[src/sv/bta_pkg.sv]
// Shared types and constants for the boundary-tag first-fit allocator.
// No dependencies; every other file refers to it by scoped names.
package bta_pkg;

   localparam int MEM_BYTES  = 4096;
   localparam int TAG_BYTES  = 9;
   localparam int SIZE_BYTES = TAG_BYTES - 1;
   localparam int ADDR_W     = $clog2(MEM_BYTES);
   localparam int VAL_W      = 13;
   localparam int DATA_W     = 32;

   localparam logic [VAL_W-1:0] ARENA_RESET = VAL_W'(MEM_BYTES);
   localparam logic [VAL_W-1:0] ARENA_MIN   = VAL_W'(2 * TAG_BYTES);

   // configuration register indexes
   localparam logic REG_BASE  = 1'b0;
   localparam logic REG_ARENA = 1'b1;

   // commands
   localparam logic CMD_ALLOC = 1'b0;
   localparam logic CMD_FREE  = 1'b1;

   typedef struct packed {
      logic [DATA_W-1:0] a;
      logic [DATA_W-1:0] b;
      logic              sub;
   } alu_req_type;

   typedef struct packed {
      logic [DATA_W-1:0] y;
      logic              borrow;
   } alu_res_type;

endpackage

[src/sv/bta_alu.sv]
// Shared add/subtract unit of the allocator sequencer; subtract also yields borrow.
// Depends on bta_pkg for the operand structs.
module bta_alu (
   input  bta_pkg::alu_req_type op,
   output bta_pkg::alu_res_type res
);
   logic [bta_pkg::DATA_W:0] sum;

   always_comb begin
      sum = {1'b0, op.a} + {1'b0, (op.sub ? ~op.b : op.b)} + {{bta_pkg::DATA_W{1'b0}}, op.sub};
      res.y      = sum[bta_pkg::DATA_W-1:0];
      res.borrow = op.sub & ~sum[bta_pkg::DATA_W];
   end
endmodule

[config.mk]
export PLATFORM = sky130hd
export DESIGN_NAME = bta_alu
export DESIGN_NICKNAME = d
export VERILOG_FILES = /design/src/sv/bta_pkg.sv /design/src/sv/bta_alu.sv
export SDC_FILE = /design/constraint.sdc
export NUM_CORES = 1
export LEC_CHECK = 0
export ABC_AREA = 1
export CORE_ASPECT_RATIO = 0.7
export CORE_MARGIN = 2
export CORE_UTILIZATION = 25
export DETAILED_ROUTE_END_ITERATION = 12
export DONT_BUFFER_PORTS = 1
export PLACE_DENSITY = 0.46
export SLEW_MARGIN = 20
export SYNTH_ARGS = -nofsm -noshare
export SYNTH_HDL_FRONTEND = slang
export SYNTH_SLANG_ARGS = --single-unit
[constraint.sdc]
create_clock -name vclk -period 1.75
set_clock_uncertainty 0.15 [all_clocks]
set_input_delay 0 -clock vclk [all_inputs]
set_output_delay 0 -clock vclk [all_outputs]
set_load 0.1 [all_outputs]
==> impl_results.md, run 1 <==
- Worst-margin pin slew: 0.362 ns
- Final WL: 9.68 mm
- Startpoint types: primary input
- Syn. warnings: 0
- Most common library cells after synthesis: 162 x nand2_1, 88 x inv_1, 46 x nor2_1, 44 x xor2_1, 33 x a21oi_1
- Register area: 0 sq um
- Synthesized area: 2520 sq um
- P&R area growth vs syn: 101%
- Full die area: 10900 sq um
- Initial Util: 0.258
- Largest area contributor in the netlist: nand2_1
- First-pass GRT wire length: 14.6 mm
- Most numerous cell in the Yosys netlist: nand2_1
- Syn nets: 576
- Hold Buf Count CTS: 0
- Final Max Slew Viols: 0
- Gr ovfl total: 0
- Ant diodes: 0
- Via count: 3137
- Worst hold slack: 0.113 ns
- Yosys top cell area share: 0.241
- Unique masters post-synth: 24
- Peak VDD IR: 0.514 mV
- Cells after DPL: 669
- Via density: 4.57
- Final Hold Fails: 0
- Min Clock Period, post-route: 1.81 ns
- Final WS setup: -0.0604 ns
- Layout Utilization: 0.519
- I/O pin total: 98
- Post-Synthesis Cells: 479
- Max Clock Freq: 552 MHz
- Sequential area share after synthesis: 0
- Initial antenna violation count: 0
- Max-Cap Viols: 0
- Wire per inst: 14.1 microns
- Period utilization: 1.03
- Worst min-delay path class: in2out
- Starting DRC count in detailed routing: 126
- Critical Path Sink Type: output port
- Clock buf count: 0
- CP Data Arrival Time: 1.66 ns
- Via count of the first global-routing pass: 2978
- Gr usage total: 0.167
- Synth Area per Inst: 5.26 sq um
- Slew HR: 0.756
- Placer Congestion: 0.911
- PD cells: 967 nW/um^2
- Layout cells sized above 1: 0.574
- Area occupied by multi-input gates: 3700 sq um
- DRT antenna net count: 0
- Die Y-Extent: 88 microns
- Synth area leaders: nand2_1 24%, ha_1 15%, xor2_1 15%
- Nets: 658
- Port-buffer cells: 0
- Layout Cells excl Fill: 687
- Required time worst endpoint: 1.60 ns
- RSZ-0062 raised after global routing: yes
- Num sequential: 0
- Die width: 124 microns
- Core box area: 9760 sq um
- Post-route DRC: 0
- Critical path class: in2out
- Max FO, Critical Path: 33
- FILL cells: 925
- Status: finished with violations
- Failing checks: setup timing
- Pre-antenna DRT Iters: 4
- Leakage: 0.00241 uW
- Largest net degree at the start of global routing: 34
- Row count: 30
- Final setup violation count: 7
- DP HPWL: 8.16 mm
## through the flow
stage | cell area (sq um) | worst slack [ns] | setup TNS, ns | total power [uW]
3_3_place_gp | 4150 | -0.0961 | -0.658 | 4370
6_report | 5070 | -0.0604 | -0.182 | 4900
5_1_grt | 5070 | -0.123 | -1.44 | 5150
2_1_floorplan | 3320 | -0.415 | -7.62 | 3270
4_1_cts | 4280 | -0.0186 | -0.0186 | 4480
3_5_place_dp | 4150 | -0.0793 | -0.815 | 4380
## power breakdown
group | switching [uW] | internal (uW)
Sequential | 0 | 0
Combinational | 3230 | 1680
Clock | 0 | 0
## layer usage
metal  vias to the layer above  part of all wire  global-route usage
li1                       1624                 -                   -
met1                      1439              0.49               0.263
met2                        72              0.46               0.260
met3                         2             0.052              0.0163
met4                         0            0.0017                   0
met5                         -                 0                   0
## cell families after synthesis
group,share of synthesized area
AND/OR/NAND/NOR,0.416
buffers and inverters,0.140
AO/OA/AOI/OAI,0.119
XOR/XNOR,0.163
adder cells (fa/ha/maj),0.162
## path summary, 6_finish.rpt
| check | startpoint | to | cells after the start |
|---|---|---|---|
| worst max-delay path | op[0] | res[31] | 9 |
| worst min-delay path | op[1] | res[1] | 2 |
## critical path, stage by stage
cell	delay (ns)
xor2_1	0.16
ha_1	0.37
inv_1	0.16
o21ai_0	0.16
a21oi_1	0.17
nand2_1	0.11
a21oi_4	0.16
nand3_2	0.14
nand2_8	0.19
## layout make-up
cell class	count	share of cell area
multi-input combinational	387	0.730
timing repair buffer	84	0.171
inverter	88	0.0677
tap	128	0.0316
## timing repair
item	in CTS	in global routing
pin swaps	26	81
setup endpoints to repair	18	26
gates resized for setup	21	172
cloned	0	0
setup buffers	5	13
## cell usage in the layout, fill, tap and decap left out, types with 9 or more instances in the layout
master and n:
a21oi_2 19, nand2_2 47, xor2_1 20, inv_1 79, buf_12 18, nand2_1 76, ha_2 13, xor2_4 12
a21oi_4 9, ha_4 9, buf_4 63, nand2_8 15, nor2_2 19, nand3_2 16, nor2_1 24, xor2_2 12
ha_1 9, nand2_4 32
(Power assumes the default switching activity.)
==> inputs of run 2 (changes only) <==
- BUFFER_PORTS_ARGS: unset -> -buffer_cell sky130_fd_sc_hd__buf_2
- CORE_MARGIN: 2 -> unset
- DONT_BUFFER_PORTS: 1 -> unset
- PLACE_DENSITY: 0.46 -> 0.54
==> run 2 against run 1 <==
Against the previous run: the flow still finishes with violations (setup timing); worst setup slack worse by 0.32 ns; design area up 23%; first-iteration DRC count up 13%; clock-buffer cell count unchanged; sequential share of layout area unchanged; die area down 3.8%; non-clock buffer count up 120; critical path depth up 4; combinational power up 19%.
==> impl_results.md, run 2 (same netlist as run 1, synthesis figures left out) <==
- Starting DRC count in detailed routing: 142
- Slew HR: 0.678
- Port-buffer cells: 98
- Die width: 122 microns
- CP Data Arrival Time: 1.98 ns
- Initial Util: 0.258
- Min Clock Period, post-route: 2.13 ns
- Nets: 778
- Final Power: 5820 uW
- Die Y-Extent: 86 microns
- RSZ-0062 raised after global routing: yes
- Pre-antenna DRT Iters: 4
- Final setup violation count: 29
- Layout cells sized above 1: 0.686
- Peak VDD IR: 0.860 mV
- Final WS setup: -0.382 ns
- Register area: 0 sq um
- Required time worst endpoint: 1.60 ns
- Final WL: 11.4 mm
- Most frequent cells in the layout: 88 x buf_4, 73 x inv_1, 68 x nand2_1, 65 x buf_2, 59 x nand2_2
- Core box area: 9760 sq um
- Max FO, Critical Path: 9
- Final Max Slew Viols: 0
- Via density: 4.51
- Ant diodes: 0
- Clock buf count: 0
- Gr usage total: 0.209
- Max Clock Freq: 469 MHz
- Hold Buf Count CTS: 0
- Max-Cap Viols: 0
- Most common cell after layout, fill and taps aside: buf_4
- Period utilization: 1.22
- Status: finished with violations
- DP HPWL: 9.26 mm
- P&R area growth vs syn: 148%
- Full die area: 10500 sq um
- Post-route DRC: 0
- Leakage: 0.00306 uW
- Failing checks: setup timing
- I/O pin total: 98
- Critical path class: in2out
- DRT antenna net count: 0
- Initial antenna violation count: 0
- Placer Congestion: 0.857
- Gr ovfl total: 0
- Critical Path Sink Type: output port
- Startpoint types: primary input
- Via count: 3642
- Final Hold Fails: 0
- Largest net degree at the start of global routing: 10
- Worst min-delay path class: in2out
- Wire per inst: 14.1 microns
- First-pass GRT wire length: 17.4 mm
- Num sequential: 0
- Row count: 30
- Via count of the first global-routing pass: 3556
- Dpl ws: -0.471 ns
- Worst-margin pin slew: 0.487 ns
- PD cells: 933 nW/um^2
## run 2: cell types whose count changed in the layout (fill, tap and decap cells not counted), moves of 6 or more
cell     before  now
inv_1        79   73
inv_2         8   14
nor2_4        3   10
nand2_1      76   68
buf_4        63   88
buf_12       18   37
buf_6         3   12
buf_2         0   65
nand2_2      47   59
## run 2: metal layers
| metal | vias to the layer above | part of all wire | track usage |
|---|---|---|---|
| met4 | 0 | 0.0025 | 0.00786 |
| met5 | - | 0 | 0 |
| met1 | 1708 | 0.48 | 0.316 |
| met3 | 2 | 0.029 | 0.000665 |
| li1 | 1882 | - | - |
| met2 | 50 | 0.48 | 0.346 |
## run 2: final cells by class
class | instances | area (sq um)
Multi-Input combinational cell | 387 | 3830
Fill cell | 806 | 3510
Timing Repair Buffer | 204 | 1920
Inverter | 88 | 333
Tap cell | 128 | 160
## run 2: final timing paths
check | startpoint | slack, ns | to | depth (start not counted)
min | op[33] | 0.29 | res[1] | 3
max | op[0] | -0.38 | res[28] | 13
## run 2: critical path: stages
cell	delay (ns)
buf_12	0.12
buf_12	0.14
xor2_1	0.17
ha_1	0.38
nand2_2	0.11
nor2_2	0.16
inv_2	0.09
nor3_4	0.30
nand3_4	0.11
nand2_2	0.09
nand2_4	0.06
nand2_8	0.07
buf_12	0.16
## run 2: per-stage QoR
step | instance area, sq um | setup TNS [ns] | cells | hold WS (ns) | util
2_1_floorplan | 3320 | -7.62 | 479 | 0.237 | -
3_3_place_gp | 5050 | -10.12 | 782 | 0.287 | 0.518
3_5_place_dp | 5050 | -11.07 | 782 | 0.284 | 0.518
4_1_cts | 5590 | -7.84 | 796 | 0.290 | 0.573
5_1_grt | 6240 | -11.06 | 807 | 0.316 | 0.640
6_report | 6240 | -8.21 | 807 | 0.291 | 0.640
## run 2: timing repair
item	in CTS	in global routing
endpoints found under the hold margin	0	0
resized for setup	117	131
setup buffers	12	11
pin swaps	55	59
setup endpoints to repair	30	30
cloned	2	0
## run 2: where the power goes
group	total, uW	internal (uW)	switching (uW)
Clock	0	0	0
Combinational	5820	2320	3500
Sequential	0	0	0
==> inputs of run 3 (changes only) <==
- CORE_ASPECT_RATIO: 0.7 -> unset
==> run 3 against run 2 <==
Against the previous run: the flow still finishes with violations (setup timing); largest power group unchanged; global-route usage increased by 0.67 points; fmax increased by 2.1%; critical endpoint is now res[32]; flip-flop and latch count unchanged.
==> impl_results.md, run 3 (same netlist as run 1, synthesis figures left out) <==
- Core box area: 9770 sq um
- Via count of the first global-routing pass: 3746
- Area post-placement: 5020 sq um
- Peak VDD IR: 0.696 mV
- Final setup violation count: 29
- Full die area: 10500 sq um
- Period utilization: 1.19
- P&R area growth vs syn: 155%
- Nets: 777
- Critical Path Sink Type: output port
- Max FO, Critical Path: 9
- Worst-margin pin slew: 0.493 ns
- Final Power: 5910 uW
- Hold EP: res[1]
- First-pass GRT wire length: 17.8 mm
- Initial Util: 0.258
- Register area: 0 sq um
- Largest net degree at the start of global routing: 10
- Final WS setup: -0.339 ns
- Final WL: 11.6 mm
- DRT antenna net count: 0
- Wire per inst: 14.3 microns
- Post-route cell area: 6430 sq um
- Final Hold Fails: 0
- Initial antenna violation count: 0
- CP Data Arrival Time: 1.94 ns
- Critical path class: in2out
- Die Y-Extent: 102 microns
- Clock buf count: 0
- Via count: 3678
- DP HPWL: 8.71 mm
- Placer Congestion: 0.921
- Via density: 4.54
- Post-route DRC: 0
- Most frequent cells in the layout: 83 x buf_4, 74 x inv_1, 71 x nand2_1, 65 x buf_2, 53 x nand2_2
- Max-Cap Viols: 0
- Final Max Slew Viols: 0
- WHS Path Cells: 3
- Starting DRC count in detailed routing: 108
- Gr ovfl total: 0
- Row count: 36
- Slew HR: 0.673
- FILL cells: 763
- Hold path start: op[1]
- Num sequential: 0
- Pre-antenna DRT Iters: 4
- PD cells: 919 nW/um^2
- RSZ-0062 raised after global routing: yes
- I/O pin total: 98
- Worst min-delay path class: in2out
- Failing checks: setup timing
- Ant diodes: 0
- Startpoint types: primary input
- Required time worst endpoint: 1.60 ns
- Status: finished with violations
- Leakage: 0.00308 uW
- Layout cells sized above 1: 0.693
- Most common cell after layout, fill and taps aside: buf_4
- Port-buffer cells: 98
- Gr usage total: 0.216
- Die width: 102 microns
- Max Clock Freq: 479 MHz
- Min Clock Period, post-route: 2.09 ns
-- run 3: changes by cell type in the layout (fill, tap and decap cells not counted), moves of 5 or more --
cell     before  now
nand2_2      59   53
buf_4        88   83
xor2_1       25   20
nor2_1       19   12
ha_2         11    6
-- run 3: worst max path at each step --
stage               start       to  slack (ns)
floorplan           op[0]  res[14]       -0.41
global placement    op[0]  res[30]       -0.53
detailed placement  op[0]  res[30]       -0.55
CTS                 op[0]  res[27]       -0.36
global route        op[0]  res[14]       -0.42
finish              op[0]  res[32]       -0.34
-- run 3: per-stage QoR --
step	worst slack (ns)	instances	setup TNS (ns)	hold WS (ns)	util
after global placement	-0.533	781	-10.51	0.290	0.513
after floorplan	-0.415	479	-7.62	0.237	-
after global routing	-0.420	811	-10.16	0.343	0.658
after CTS	-0.363	804	-7.29	0.310	0.604
final	-0.339	811	-7.87	0.310	0.658
after detailed placement	-0.553	781	-11.28	0.311	0.513
-- run 3: what timing repair did --
item / in CTS / in global routing
resized for setup: 168 / 103
cloned: 3 / 0
pin swaps: 80 / 58
setup buffers: 22 / 8
setup endpoints to repair: 30 / 30
hold buffers: 0 / 0
-- run 3: worst max-delay path, stage by stage --
cell and delay, ns:
buf_12 0.13, buf_16 0.15, buf_6 0.13, xor2_4 0.18
ha_4 0.31, nand2_2 0.11, nor2_2 0.15, nand2_1 0.09
nor3_2 0.18, nand2_2 0.09, nand2_1 0.08, nand2_2 0.09
nand2_8 0.08, buf_12 0.16
-- run 3: cell type report --
| type | count | area (sq um) | area share |
|---|---|---|---|
| multi-input cells | 387 | 3990 | 0.620 |
| repair buffers | 203 | 1950 | 0.303 |
| inverters | 88 | 330 | 0.0514 |
| well taps | 133 | 166 | 0.0259 |
-- run 3: where the power goes --
group          internal (uW)  switching (uW)  total, uW
Combinational           2360            3550       5910
Clock                      0               0          0
Sequential                 0               0          0
Total                   2360            3550       5910
-- run 3: routing by layer --
layer	GRT usage	wire length, microns	vias to the layer above
met3	0.00342	330	16
met5	0	0	-
met4	0.0231	182	0
li1	-	-	1870
met1	0.285	4960	1724
met2	0.403	6130	68
